File: config.mk
export PLATFORM = sky130hd
export DESIGN_NAME = gas_alarm_mode_controller_core
export DESIGN_NICKNAME = d
export VERILOG_FILES = /design/src/design/gamc_pkg.sv /design/src/design/gamc_in_reg.sv /design/src/design/gamc_step.sv /design/src/design/gamc_rsp_reg.sv /design/src/design/gas_alarm_mode_controller_core.sv
export SDC_FILE = /design/constraint.sdc
export NUM_CORES = 1
export LEC_CHECK = 0
export ABC_AREA = 1
export BUFFER_PORTS_ARGS = -buffer_cell sky130_fd_sc_hd__buf_2
export CELL_PAD_IN_SITES_DETAIL_PLACEMENT = 1
export CELL_PAD_IN_SITES_GLOBAL_PLACEMENT = 1
export CORE_ASPECT_RATIO = 1.1
export CORE_UTILIZATION = 35
export DETAILED_ROUTE_END_ITERATION = 16
export PLACE_DENSITY = 0.72
export SETUP_SLACK_MARGIN = 0.15
export SLEW_MARGIN = 10
export SYNTH_ARGS = -nofsm -noshare
export SYNTH_HDL_FRONTEND = slang
export SYNTH_SLANG_ARGS = --single-unit
export TNS_END_PERCENT = 30
File: constraint.sdc
create_clock -name clock -period 6.2 [get_ports clock]
set_input_delay 0.62 -clock clock [delete_from_list [all_inputs] [get_ports clock]]
set_output_delay 0.62 -clock clock [all_outputs]
set_load 0.005 [all_outputs]
File: src/design/gamc_pkg.sv
// Shared types, codes and limits for the gas alarm mode controller.
// No dependencies; every other design file imports this package.
`timescale 1ns / 1ps

package gamc_pkg;

   // Field and limit widths
   localparam int unsigned SAMPLE_W = 16;
   localparam int unsigned TEMP_W   = 6;
   localparam int unsigned AQ_W     = 11;
   localparam int unsigned CO_W     = 9;

   // Operation codes of an incoming beat
   localparam logic [2:0] OP_KEY        = 3'd0;
   localparam logic [2:0] OP_SAMPLE     = 3'd1;
   localparam logic [2:0] OP_SET_MODE   = 3'd2;
   localparam logic [2:0] OP_SET_CTRL   = 3'd3;
   localparam logic [2:0] OP_SET_LIMITS = 3'd4;
   localparam logic [2:0] OP_STATUS     = 3'd5;

   // Front panel keys that act
   localparam logic [2:0] KEY_MODE   = 3'd1;
   localparam logic [2:0] KEY_SELECT = 3'd2;
   localparam logic [2:0] KEY_UP     = 3'd3;
   localparam logic [2:0] KEY_DOWN   = 3'd4;

   // Fan and alarm command codes (anything else leaves the output alone)
   localparam logic [1:0] CMD_OFF = 2'd1;
   localparam logic [1:0] CMD_ON  = 2'd2;

   // Manual device selection
   localparam logic DEV_FAN   = 1'b0;
   localparam logic DEV_ALARM = 1'b1;

   // Threshold selection
   localparam logic [1:0] SEL_TEMP = 2'd0;
   localparam logic [1:0] SEL_AQ   = 2'd1;
   localparam logic [1:0] SEL_CO   = 2'd2;

   typedef enum logic [1:0] {
      MODE_AUTO      = 2'd0,
      MODE_MANUAL    = 2'd1,
      MODE_THRESHOLD = 2'd2
   } mode_type;

   typedef logic [TEMP_W-1:0] temp_limit_type;
   typedef logic [AQ_W-1:0]   aq_limit_type;
   typedef logic [CO_W-1:0]   co_limit_type;

   // Threshold limits and steps
   localparam temp_limit_type TEMP_DEFAULT = 6'd35;
   localparam temp_limit_type TEMP_MIN     = 6'd10;
   localparam temp_limit_type TEMP_MAX     = 6'd60;
   localparam temp_limit_type TEMP_STEP    = 6'd1;
   localparam aq_limit_type   AQ_DEFAULT   = 11'd500;
   localparam aq_limit_type   AQ_MIN       = 11'd100;
   localparam aq_limit_type   AQ_MAX       = 11'd2000;
   localparam aq_limit_type   AQ_STEP      = 11'd50;
   localparam co_limit_type   CO_DEFAULT   = 9'd100;
   localparam co_limit_type   CO_MIN       = 9'd10;
   localparam co_limit_type   CO_MAX       = 9'd500;
   localparam co_limit_type   CO_STEP      = 9'd10;

   // One request beat
   typedef struct packed {
      logic [2:0]           op;
      logic [2:0]           key_id;
      logic [1:0]           new_mode;
      logic signed [15:0]   temp_value;
      logic signed [16:0]   aq_value;
      logic signed [16:0]   co_value;
      logic                 temp_present;
      logic                 aq_present;
      logic                 co_present;
      logic [1:0]           fan_cmd;
      logic [1:0]           alarm_cmd;
   } req_type;

   // One response beat
   typedef struct packed {
      logic           fan_out;
      logic           alarm_out;
      mode_type       mode_out;
      logic           device_sel_out;
      logic [1:0]     threshold_sel_out;
      temp_limit_type temp_limit_out;
      aq_limit_type   aq_limit_out;
      co_limit_type   co_limit_out;
      logic           telemetry_request;
   } rsp_type;

   // Controller state
   typedef struct packed {
      mode_type                    mode;
      logic                        device_sel;
      logic [1:0]                  threshold_sel;
      logic                        fan;
      logic                        alarm;
      temp_limit_type              temp_limit;
      aq_limit_type                aq_limit;
      co_limit_type                co_limit;
      logic signed [SAMPLE_W-1:0]  last_temp;
      logic [SAMPLE_W-1:0]         last_aq;
      logic [SAMPLE_W-1:0]         last_co;
   } state_type;

   localparam state_type STATE_RESET = '{
      mode:          MODE_AUTO,
      device_sel:    DEV_FAN,
      threshold_sel: SEL_TEMP,
      fan:           1'b0,
      alarm:         1'b0,
      temp_limit:    TEMP_DEFAULT,
      aq_limit:      AQ_DEFAULT,
      co_limit:      CO_DEFAULT,
      last_temp:     '0,
      last_aq:       '0,
      last_co:       '0
   };

endpackage

File: src/design/gamc_in_reg.sv
// Input register of the gas alarm mode controller: holds one request beat.
// Depends on gamc_pkg.
`timescale 1ns / 1ps

module gamc_in_reg (
   input  logic             clock,
   input  logic             reset,
   input  logic             req_valid,
   output logic             req_ready,
   input  gamc_pkg::req_type req_in,
   input  logic             slot_free,
   output logic             fire,
   output gamc_pkg::req_type stage
);
   import gamc_pkg::*;

   logic    hold_valid_ff;
   logic    hold_valid_in;
   req_type stage_ff;

   // Beat moves on when the result register can take it
   assign fire      = hold_valid_ff & slot_free;
   assign req_ready = ~hold_valid_ff | fire;
   assign stage     = stage_ff;

   always_comb begin
      hold_valid_in = hold_valid_ff;
      if (req_valid && req_ready) begin
         hold_valid_in = 1'b1;
      end else if (fire) begin
         hold_valid_in = 1'b0;
      end
   end

   always_ff @(posedge clock) begin
      if (reset) begin
         hold_valid_ff <= 1'b0;
      end else begin
         hold_valid_ff <= hold_valid_in;
      end
   end

   // Payload, no reset needed
   always_ff @(posedge clock) begin
      if (req_valid && req_ready) begin
         stage_ff <= req_in;
      end
   end

endmodule

File: src/design/gamc_step.sv
// Controller state and its combinational update rule for one request beat.
// Depends on gamc_pkg.
`timescale 1ns / 1ps

module gamc_step (
   input  logic              clock,
   input  logic              reset,
   input  logic              fire,
   input  gamc_pkg::req_type stage,
   output gamc_pkg::rsp_type rsp_in
);
   import gamc_pkg::*;

   state_type state_ff;
   state_type state_in;

   logic signed [SAMPLE_W-1:0] temp_smp;
   logic [SAMPLE_W-1:0]        aq_smp;
   logic [SAMPLE_W-1:0]        co_smp;
   logic                       over;
   logic                       go_auto;
   logic                       assess_en;
   logic                       tele;

   logic [TEMP_W:0]  temp_sum;
   logic [AQ_W:0]    aq_sum;
   logic [CO_W:0]    co_sum;
   temp_limit_type   temp_up;
   aq_limit_type     aq_up;
   co_limit_type     co_up;
   temp_limit_type   temp_dn;
   aq_limit_type     aq_dn;
   co_limit_type     co_dn;
   temp_limit_type   temp_clamp;
   aq_limit_type     aq_clamp;
   co_limit_type     co_clamp;

   // Samples as they stand after this beat (negative AQ/CO read as zero)
   always_comb begin
      temp_smp = state_ff.last_temp;
      aq_smp   = state_ff.last_aq;
      co_smp   = state_ff.last_co;
      if (stage.op == OP_SAMPLE) begin
         temp_smp = stage.temp_value;
         aq_smp   = stage.aq_value[16] ? '0 : stage.aq_value[SAMPLE_W-1:0];
         co_smp   = stage.co_value[16] ? '0 : stage.co_value[SAMPLE_W-1:0];
      end
   end

   // Any reading over its threshold
   assign over = ($signed(temp_smp) > $signed({{(SAMPLE_W-TEMP_W){1'b0}}, state_ff.temp_limit}))
              || (aq_smp > {{(SAMPLE_W-AQ_W){1'b0}}, state_ff.aq_limit})
              || (co_smp > {{(SAMPLE_W-CO_W){1'b0}}, state_ff.co_limit});

   // Saturating step up
   assign temp_sum = {1'b0, state_ff.temp_limit} + {1'b0, TEMP_STEP};
   assign aq_sum   = {1'b0, state_ff.aq_limit} + {1'b0, AQ_STEP};
   assign co_sum   = {1'b0, state_ff.co_limit} + {1'b0, CO_STEP};
   assign temp_up  = (temp_sum > {1'b0, TEMP_MAX}) ? TEMP_MAX : temp_sum[TEMP_W-1:0];
   assign aq_up    = (aq_sum > {1'b0, AQ_MAX}) ? AQ_MAX : aq_sum[AQ_W-1:0];
   assign co_up    = (co_sum > {1'b0, CO_MAX}) ? CO_MAX : co_sum[CO_W-1:0];

   // Step down only while above the minimum
   assign temp_dn = (state_ff.temp_limit > TEMP_MIN) ? state_ff.temp_limit - TEMP_STEP
                                                     : state_ff.temp_limit;
   assign aq_dn   = (state_ff.aq_limit > AQ_MIN) ? state_ff.aq_limit - AQ_STEP
                                                 : state_ff.aq_limit;
   assign co_dn   = (state_ff.co_limit > CO_MIN) ? state_ff.co_limit - CO_STEP
                                                 : state_ff.co_limit;

   // Remote thresholds clamped to their limits
   always_comb begin
      if (stage.temp_value < $signed({{(SAMPLE_W-TEMP_W){1'b0}}, TEMP_MIN})) begin
         temp_clamp = TEMP_MIN;
      end else if (stage.temp_value > $signed({{(SAMPLE_W-TEMP_W){1'b0}}, TEMP_MAX})) begin
         temp_clamp = TEMP_MAX;
      end else begin
         temp_clamp = stage.temp_value[TEMP_W-1:0];
      end
      if (stage.aq_value < $signed({{(17-AQ_W){1'b0}}, AQ_MIN})) begin
         aq_clamp = AQ_MIN;
      end else if (stage.aq_value > $signed({{(17-AQ_W){1'b0}}, AQ_MAX})) begin
         aq_clamp = AQ_MAX;
      end else begin
         aq_clamp = stage.aq_value[AQ_W-1:0];
      end
      if (stage.co_value < $signed({{(17-CO_W){1'b0}}, CO_MIN})) begin
         co_clamp = CO_MIN;
      end else if (stage.co_value > $signed({{(17-CO_W){1'b0}}, CO_MAX})) begin
         co_clamp = CO_MAX;
      end else begin
         co_clamp = stage.co_value[CO_W-1:0];
      end
   end

   // Next state for the beat in the input register
   always_comb begin
      state_in  = state_ff;
      go_auto   = 1'b0;
      assess_en = 1'b0;
      tele      = 1'b0;
      state_in.last_temp = temp_smp;
      state_in.last_aq   = aq_smp;
      state_in.last_co   = co_smp;
      case (stage.op)
         OP_KEY: begin
            case (stage.key_id)
               KEY_MODE: begin
                  case (state_ff.mode)
                     MODE_AUTO:   state_in.mode = MODE_MANUAL;
                     MODE_MANUAL: state_in.mode = MODE_THRESHOLD;
                     default:     go_auto = 1'b1;
                  endcase
               end
               KEY_SELECT: begin
                  if (state_ff.mode == MODE_MANUAL) begin
                     state_in.device_sel = ~state_ff.device_sel;
                  end else if (state_ff.mode == MODE_THRESHOLD) begin
                     case (state_ff.threshold_sel)
                        SEL_TEMP: state_in.threshold_sel = SEL_AQ;
                        SEL_AQ:   state_in.threshold_sel = SEL_CO;
                        default:  state_in.threshold_sel = SEL_TEMP;
                     endcase
                  end
               end
               KEY_UP: begin
                  if (state_ff.mode == MODE_MANUAL) begin
                     case (state_ff.device_sel)
                        DEV_FAN: state_in.fan   = ~state_ff.fan;
                        default: state_in.alarm = ~state_ff.alarm;
                     endcase
                  end else if (state_ff.mode == MODE_THRESHOLD) begin
                     tele = 1'b1;
                     case (state_ff.threshold_sel)
                        SEL_TEMP: state_in.temp_limit = temp_up;
                        SEL_AQ:   state_in.aq_limit   = aq_up;
                        default:  state_in.co_limit   = co_up;
                     endcase
                  end
               end
               KEY_DOWN: begin
                  if (state_ff.mode == MODE_THRESHOLD) begin
                     tele = 1'b1;
                     case (state_ff.threshold_sel)
                        SEL_TEMP: state_in.temp_limit = temp_dn;
                        SEL_AQ:   state_in.aq_limit   = aq_dn;
                        default:  state_in.co_limit   = co_dn;
                     endcase
                  end
               end
               default: ;
            endcase
         end
         OP_SAMPLE: begin
            assess_en = (state_ff.mode == MODE_AUTO);
         end
         OP_SET_MODE: begin
            tele = 1'b1;
            case (stage.new_mode)
               MODE_AUTO:      go_auto = 1'b1;
               MODE_MANUAL:    state_in.mode = MODE_MANUAL;
               MODE_THRESHOLD: state_in.mode = MODE_THRESHOLD;
               default: ;
            endcase
         end
         OP_SET_CTRL: begin
            tele = 1'b1;
            case (stage.fan_cmd)
               CMD_OFF: state_in.fan = 1'b0;
               CMD_ON:  state_in.fan = 1'b1;
               default: ;
            endcase
            case (stage.alarm_cmd)
               CMD_OFF: state_in.alarm = 1'b0;
               CMD_ON:  state_in.alarm = 1'b1;
               default: ;
            endcase
         end
         OP_SET_LIMITS: begin
            tele = 1'b1;
            if (stage.temp_present) begin
               state_in.temp_limit = temp_clamp;
            end
            if (stage.aq_present) begin
               state_in.aq_limit = aq_clamp;
            end
            if (stage.co_present) begin
               state_in.co_limit = co_clamp;
            end
         end
         OP_STATUS: tele = 1'b1;
         default: ;
      endcase
      // Entering auto: outputs cleared then reassessed, which nets to the assessment
      if (go_auto) begin
         state_in.mode = MODE_AUTO;
      end
      if (go_auto || assess_en) begin
         state_in.fan   = over;
         state_in.alarm = over;
      end
   end

   // Result fields after this beat
   always_comb begin
      rsp_in.fan_out           = state_in.fan;
      rsp_in.alarm_out         = state_in.alarm;
      rsp_in.mode_out          = state_in.mode;
      rsp_in.device_sel_out    = state_in.device_sel;
      rsp_in.threshold_sel_out = state_in.threshold_sel;
      rsp_in.temp_limit_out    = state_in.temp_limit;
      rsp_in.aq_limit_out      = state_in.aq_limit;
      rsp_in.co_limit_out      = state_in.co_limit;
      rsp_in.telemetry_request = tele;
   end

   always_ff @(posedge clock) begin
      if (reset) begin
         state_ff <= STATE_RESET;
      end else if (fire) begin
         state_ff <= state_in;
      end
   end

`ifndef SYNTHESIS
   a_sel_valid: assert property (@(posedge clock) disable iff (reset)
      state_ff.threshold_sel == SEL_TEMP || state_ff.threshold_sel == SEL_AQ ||
      state_ff.threshold_sel == SEL_CO)
      else $error("threshold selection out of range");

   a_limits_max: assert property (@(posedge clock) disable iff (reset)
      state_ff.temp_limit <= TEMP_MAX && state_ff.aq_limit <= AQ_MAX &&
      state_ff.co_limit <= CO_MAX)
      else $error("threshold above its maximum");

   a_auto_tied: assert property (@(posedge clock) disable iff (reset)
      fire && stage.op == OP_SAMPLE && state_ff.mode == MODE_AUTO
      |=> state_ff.fan == state_ff.alarm)
      else $error("fan and alarm differ after auto assessment");

   a_hold_idle: assert property (@(posedge clock) disable iff (reset)
      !fire |=> $stable(state_ff))
      else $error("state changed without a beat");
`endif

endmodule

File: src/design/gamc_rsp_reg.sv
// Result register of the gas alarm mode controller: holds one response beat.
// Depends on gamc_pkg.
`timescale 1ns / 1ps

module gamc_rsp_reg (
   input  logic              clock,
   input  logic              reset,
   input  logic              fire,
   input  gamc_pkg::rsp_type rsp_in,
   input  logic              rsp_ready,
   output logic              rsp_valid,
   output logic              slot_free,
   output gamc_pkg::rsp_type rsp_data
);
   import gamc_pkg::*;

   logic    rsp_valid_ff;
   logic    rsp_valid_in;
   rsp_type rsp_ff;

   // Free when empty or the waiting beat leaves this cycle
   assign slot_free = ~rsp_valid_ff | rsp_ready;
   assign rsp_valid = rsp_valid_ff;
   assign rsp_data  = rsp_ff;

   always_comb begin
      rsp_valid_in = rsp_valid_ff;
      if (fire) begin
         rsp_valid_in = 1'b1;
      end else if (rsp_ready) begin
         rsp_valid_in = 1'b0;
      end
   end

   always_ff @(posedge clock) begin
      if (reset) begin
         rsp_valid_ff <= 1'b0;
      end else begin
         rsp_valid_ff <= rsp_valid_in;
      end
   end

   always_ff @(posedge clock) begin
      if (fire) begin
         rsp_ff <= rsp_in;
      end
   end

endmodule

File: src/design/gas_alarm_mode_controller_core.sv
// Top level of the gas alarm mode controller core.
// Depends on gamc_pkg, gamc_in_reg, gamc_step and gamc_rsp_reg.
`timescale 1ns / 1ps

// Air-quality alarm controller with auto, manual and threshold modes. Every
// request beat (key press, sensor sample, mode, control, threshold or status
// command) gives exactly one response beat carrying the fan and alarm drive,
// the mode, both selections, the three thresholds and a telemetry flag. One
// beat is taken per clock cycle while the response side does not stall. An
// accepted request waits in the input register while the state update runs,
// and the result register takes the outcome once it is free, from where the
// response is presented. req_ready depends combinationally on rsp_ready, so
// stalls on the response side reach the request side in the same cycle and no
// beat is dropped.
module gas_alarm_mode_controller_core (
   input  logic               clock,
   input  logic               reset,
   input  logic               req_valid,
   output logic               req_ready,
   input  logic [2:0]         req_op,
   input  logic [2:0]         req_key_id,
   input  logic [1:0]         req_new_mode,
   input  logic signed [15:0] req_temp_value,
   input  logic signed [16:0] req_aq_value,
   input  logic signed [16:0] req_co_value,
   input  logic               req_temp_present,
   input  logic               req_aq_present,
   input  logic               req_co_present,
   input  logic [1:0]         req_fan_cmd,
   input  logic [1:0]         req_alarm_cmd,
   output logic               rsp_valid,
   input  logic               rsp_ready,
   output logic               rsp_fan_out,
   output logic               rsp_alarm_out,
   output logic [1:0]         rsp_mode_out,
   output logic               rsp_device_sel_out,
   output logic [1:0]         rsp_threshold_sel_out,
   output logic [5:0]         rsp_temp_limit_out,
   output logic [10:0]        rsp_aq_limit_out,
   output logic [8:0]         rsp_co_limit_out,
   output logic               rsp_telemetry_request
);
   import gamc_pkg::*;

   req_type req_in;
   req_type stage;
   rsp_type rsp_in;
   rsp_type rsp_data;
   logic    fire;
   logic    slot_free;

   // Gather request fields
   always_comb begin
      req_in.op           = req_op;
      req_in.key_id       = req_key_id;
      req_in.new_mode     = req_new_mode;
      req_in.temp_value   = req_temp_value;
      req_in.aq_value     = req_aq_value;
      req_in.co_value     = req_co_value;
      req_in.temp_present = req_temp_present;
      req_in.aq_present   = req_aq_present;
      req_in.co_present   = req_co_present;
      req_in.fan_cmd      = req_fan_cmd;
      req_in.alarm_cmd    = req_alarm_cmd;
   end

   gamc_in_reg u_in_reg (
      .clock     (clock),
      .reset     (reset),
      .req_valid (req_valid),
      .req_ready (req_ready),
      .req_in    (req_in),
      .slot_free (slot_free),
      .fire      (fire),
      .stage     (stage)
   );

   gamc_step u_step (
      .clock  (clock),
      .reset  (reset),
      .fire   (fire),
      .stage  (stage),
      .rsp_in (rsp_in)
   );

   gamc_rsp_reg u_rsp_reg (
      .clock     (clock),
      .reset     (reset),
      .fire      (fire),
      .rsp_in    (rsp_in),
      .rsp_ready (rsp_ready),
      .rsp_valid (rsp_valid),
      .slot_free (slot_free),
      .rsp_data  (rsp_data)
   );

   // Spread response fields
   assign rsp_fan_out           = rsp_data.fan_out;
   assign rsp_alarm_out         = rsp_data.alarm_out;
   assign rsp_mode_out          = rsp_data.mode_out;
   assign rsp_device_sel_out    = rsp_data.device_sel_out;
   assign rsp_threshold_sel_out = rsp_data.threshold_sel_out;
   assign rsp_temp_limit_out    = rsp_data.temp_limit_out;
   assign rsp_aq_limit_out      = rsp_data.aq_limit_out;
   assign rsp_co_limit_out      = rsp_data.co_limit_out;
   assign rsp_telemetry_request = rsp_data.telemetry_request;

endmodule
After elaboration in Yosys (flattened, before gate mapping). Index checks and enable logic that the tools add are counted.

$add $sub $neg: 6. Multiply operators: 0. Div/mod/pow operators: 0. Magnitude comparators: 15. Eq/ne operators: 18. Shifts and indexed selects: 0. Muxes and demuxes: 63. Bitwise operators: 8. Reductions and logical operators: 13.

Operator list (count): $pmux W26 S2 (2); $mux W16 (5); $mux W26 (3); $mux W11 (7); $mux W9 (7); $mux W6 (7); $pmux W2 S2 (5); $gt A17 B10 Y1 const B (1); $gt A17 B12 Y1 const B (1); $lt A17 B5 Y1 const B (1); $lt A17 B8 Y1 const B (1); $gt A16 B11 Y1 (1); $gt A16 B7 Y1 (1); $gt A16 B7 Y1 const B (1); $gt A16 B9 Y1 (1); $lt A16 B5 Y1 const B (1); $mux W2 (7); $mux W1 (13); $add A11 B6 Y12 const B (1); $eq A3 B2 Y1 const B (4); $gt A12 B11 Y1 const B (1); $gt A11 B7 Y1 const B (1); $sub A11 B6 Y11 const B (1); $add A9 B4 Y10 const B (1); other kinds (23) (49).

Flip-flop bits (word level): 182. Bits in latches: 0. RAM bits: 0. ROM bits: 0. Input port bits: 69. Output and inout port bits: 36. Word-level logic and storage cells: 156. Memories kept: 0.

Depth between registers and ports, before layout.
Depth in word-level cells: 8. Mapped depth: 25. Depth with buffers taken out: 24.

By module. A second synthesis with hierarchy kept.

Cell total of the unflattened synthesis: 1460. Area, all modules: 10801.6 um2.

Modules (own cells, without submodules): gamc_step (times used 1, cells an instance 1348, area an instance 7731.2 um2, seq. area each 1621.6 um2); gamc_in_reg (times used 1, cells an instance 73, area an instance 2006.9 um2, seq. area each 1971.9 um2); gamc_rsp_reg (times used 1, cells an instance 39, area an instance 1063.5 um2, seq. area each 1041.0 um2).

Least setup slack after synthesis. Ideal clock, no wire load.

Kind: input -> register. From: input port rsp_ready. To: register u_in_reg.stage_ff (netlist bit u_in_reg.stage[0]), enable pin. Library setup time: 419 ps. Arrival time: 2114 ps. Required time: 5781 ps. Path slack: 3667 ps. Cell stages on the path: 4. Path buffers: 0. Cells stage by stage: inv_1 -> nand3_1 -> nand2_1 -> inv_1.

Word-level cells in the longest chain between the ends: 4.

Ends and longest elaborated chain: start, declared (line gas_alarm_mode_controller_core.sv:32) `input logic rsp_ready,`; $or A1 B1 Y1 (line gamc_rsp_reg.sv:22) `assign slot_free = ~rsp_valid_ff | rsp_ready;`; $and A1 B1 Y1 (line gamc_in_reg.sv:22) `assign fire = hold_valid_ff & slot_free;`; $or A1 B1 Y1 (line gamc_in_reg.sv:23) `assign req_ready = ~hold_valid_ff | fire;`; net req_ready (line gas_alarm_mode_controller_core.sv:19) `output logic req_ready,`; $logic_and A1 B1 Y1 (line gamc_in_reg.sv:45) `if (req_valid && req_ready) begin`; end signal, assigned (line gamc_in_reg.sv:46) `stage_ff <= req_in;`; end, declared (line gamc_in_reg.sv:19) `req_type stage_ff;`.

The timed path passes the listed nets, and every way through them passes these cells. A chain may end at the register's enable or synchronous reset.

Worst setup path in the final report.
From: register u_in_reg.stage_ff (netlist bit u_in_reg.stage[64]). To: register u_step.state_ff[74] (netlist name).

Word-level cells in the longest chain between the ends: 6. Elaborated cells between the ends (all ways): 17. Those cells by class: order compare: 3; eq/ne: 3; mux: 7; reduce/logical: 4.

Ends and longest elaborated chain: $eq A3 B1 Y1 (line gamc_step.sv:43) `if (stage.op == OP_SAMPLE) begin`; $mux W16 (line gamc_step.sv:43); net u_step.aq_smp[2] (line gamc_step.sv:18) `logic [SAMPLE_W-1:0] aq_smp;`; $gt A16 B11 Y1 (line gamc_step.sv:52) `|| (aq_smp > {{(SAMPLE_W-AQ_W){1'b0}}, state_ff.aq_limit})`; $logic_or A1 B1 Y1 (line gamc_step.sv:52); $logic_or A1 B1 Y1 (line gamc_step.sv:53) `|| (co_smp > {{(SAMPLE_W-CO_W){1'b0}}, state_ff.co_limit});`; $mux W2 (line gamc_step.sv:198) `if (go_auto || assess_en) begin`; end signal, assigned (line gamc_step.sv:221) `state_ff <= state_in;`; end, declared (line gamc_step.sv:14) `state_type state_ff;`.

The timed path passes the listed nets, and every way through them passes these cells.

==> metrics <==
Mapped Cells=approximately 1500; Placer Congestion=0.861; status=finished clean; CTS root buf=clkbuf_16; Die Area=31500 sq um; floorplan die width=between 150 and 200 um; Cell Rows=66; fraction of layout cells with a size suffix above 1=0.112; largest net degree at the start of global routing=slightly above 90; Slew HR=0.327; Placed Area=11600 sq um; per-cell routed wire length=about 17 um; RSZ-0062 raised after global routing=no; CTS tree=built; WL final=33200 um; Hold Path Stages=1; IO Port Bufs=104; HP Class=in2reg; Reg2Reg Depth=21; pwr dens=between 200 and 250 nW/um^2; Top FF cell, synth=edfxtp_1; post-synthesis sequential area ratio=0.431; crit start category=flop; endpoints failing setup=0; EDFF count, synth=just under 100; vias in the first global route=just over 10000; gr usage total=0.219; first-pass GRT wire length=~54000 um; top sig layer=met4; critical path's slowest cell=inv_2; worst path bufs/invs=3; Netlist cell types=between 40 and 50; hold bufs inserted after CTS=0; Post-CTS Setup Repair Bufs=0; CTS resizes=0; Worst Setup End Kind=flop; Worst Path Max Fanout=45; crit share post-route=0.645; Required @ worst endpoint=around 6600 ps; Final Util=0.407; antenna violations before repair=0; Arrival @ worst endpoint=about 4400 ps; final net count=around 1700; area grow syn2layout=13.0%; final setup skew=12.7 ps; post-layout min period=approximately 4000 ps; global route overflow=0; most frequent cell after synthesis=nand2_1; Synth area leader=edfxtp_1; LEAKAGE=about 5.8 nW; dpl cells=slightly below 2000; CP max stage delay=770 ps; number of failing hold endpoints at the final stage=0; DP HPWL=23800 um; H-Tree Depth=4; Syn Nets=1582; worst-case vdd ir drop=between 0.15 and 0.2 mV; WL met3=roughly 960 um; CTS clock-pin slew for the worst setup and hold paths=about 70 ps; cts bufs inserted=17; number of max-cap violations=0; Inserted Diodes=0; post-route insts no fill=1961; fmax=0.250 GHz; Placeable Area=29900 sq um; design area=between 10000 and 15000 sq um; DRC viols=0; met2 WL=about 17000 um; Critical Path, Cell by Cell=nor2_2 -> nand2_2 -> inv_2 -> o21ai_0 -> ha_1 -> nand2_1 -> inv_1 -> nand2_1 -> nand2_1 -> nand2_1 -> nand2_1 -> nand2_1 -> nand2_1 -> nand2_1 -> nand2_1 -> nand2_1 -> nand3_1 -> nand2_2 -> nand3_1 -> nand2_1 -> inv_1; Die H=186 um; top cells by count, synth=362 x nand2_1, 200 x inv_1, 128 x nor2_1; Via Count=10076; worst slew pin tran=1010 ps; CTS sink cnt=~180; Crit. path cell count=21; area share of the largest cell type after synthesis=0.276; family with the most delay on the worst path=simple AND/OR/NAND/NOR gates; initial drt markers=502; Synth area leaders=edfxtp_1 28%, dfxtp_1 15%, nand2_1 13%; ys async rst share=0; Initial Util=0.360; worst skew pair latency=approximately 450 ps; critical path type=reg2reg; Post-Syn Area=roughly 11000 sq um; Post-DRT Antenna Nets=0; Ports=105; router iterations before antenna repair=4; Vias/cell=slightly above 5; #FFs+latches synth=between 150 and 200; Tot Pwr=about 0.003 W; Max Slew Vio Count=0; critical path's most frequent cell=nand2_1; Sum Neg Setup Slack=0 ps; Clock Path Buffers=2; met1 WL=around 15000 um; synth warn=0; average size of a mapped cell=7.33 sq um
sequential cells by signal, summed over array words and instances (netlist names):
register,count
u_in_reg.stage,65
u_in_reg.hold_valid_ff,1
u_rsp_reg.rsp_data,34
u_step.state_ff,81
u_rsp_reg.rsp_valid,1
power breakdown:
group          total (W)  internal, W  switching [W]
combinational   0.000486     0.000162       0.000324
sequential       0.00143      0.00136      0.0000670
clock            0.00110     0.000606       0.000496
total            0.00301      0.00213       0.000887
area by class of cell:
type | count | area (sq um)
clock buffer | 21 | 450
clock inverter | 11 | 128
timing repair buffer | 109 | 558
sequential | 182 | 4630
fill | 3845 | 17700
multi-input combinational | 1010 | 5050
inverter | 220 | 827
tap | 408 | 510
per-layer routing:
layer,vias up,track usage
met2,184,0.397
met5,-,0
met4,0,0.0753
met3,44,0.0296
li1,4984,-
met1,4864,0.266
placed cells by master (no fill, tap or decap), types with 17 or more instances in the layout:
cell type	n
nor2_1	127
o21ai_1	17
nand4_1	32
o211ai_1	18
edfxtp_1	99
buf_2	104
nand3_1	125
inv_1	199
nand2_1	361
dfxtp_1	83
a21oi_1	97
ha_1	44
o21ai_0	108
clkbuf_16	17
inv_2	17
worst paths after layout:
check                       from                  end  slack [ps]
max           u_in_reg.stage[64]  u_step.state_ff[74]        2200
min            req_temp_value[8]   u_in_reg.stage[49]         340
max reg2reg   u_in_reg.stage[64]  u_step.state_ff[74]        2200
min reg2reg  u_step.state_ff[47]  u_step.state_ff[47]         500
kinds of logic after synthesis:
logic type,share of synthesized area
AND/OR/NAND/NOR,0.270
buffers and inverters,0.101
adder cells (fa/ha/maj),0.0512
flip-flops,0.431
AO/OA/AOI/OAI,0.138
XOR/XNOR,0.00814
multiplexers,0.000930
per-stage QoR:
stage / hold WS [ps] / setup WS [ps]
after floorplan: 462 / 3670
after global placement: 474 / 2360
after detailed placement: 483 / 2200
after CTS: 328 / 2180
after global routing: 325 / 1770
final: 343 / 2200
Power figures use the tool's default switching activity.
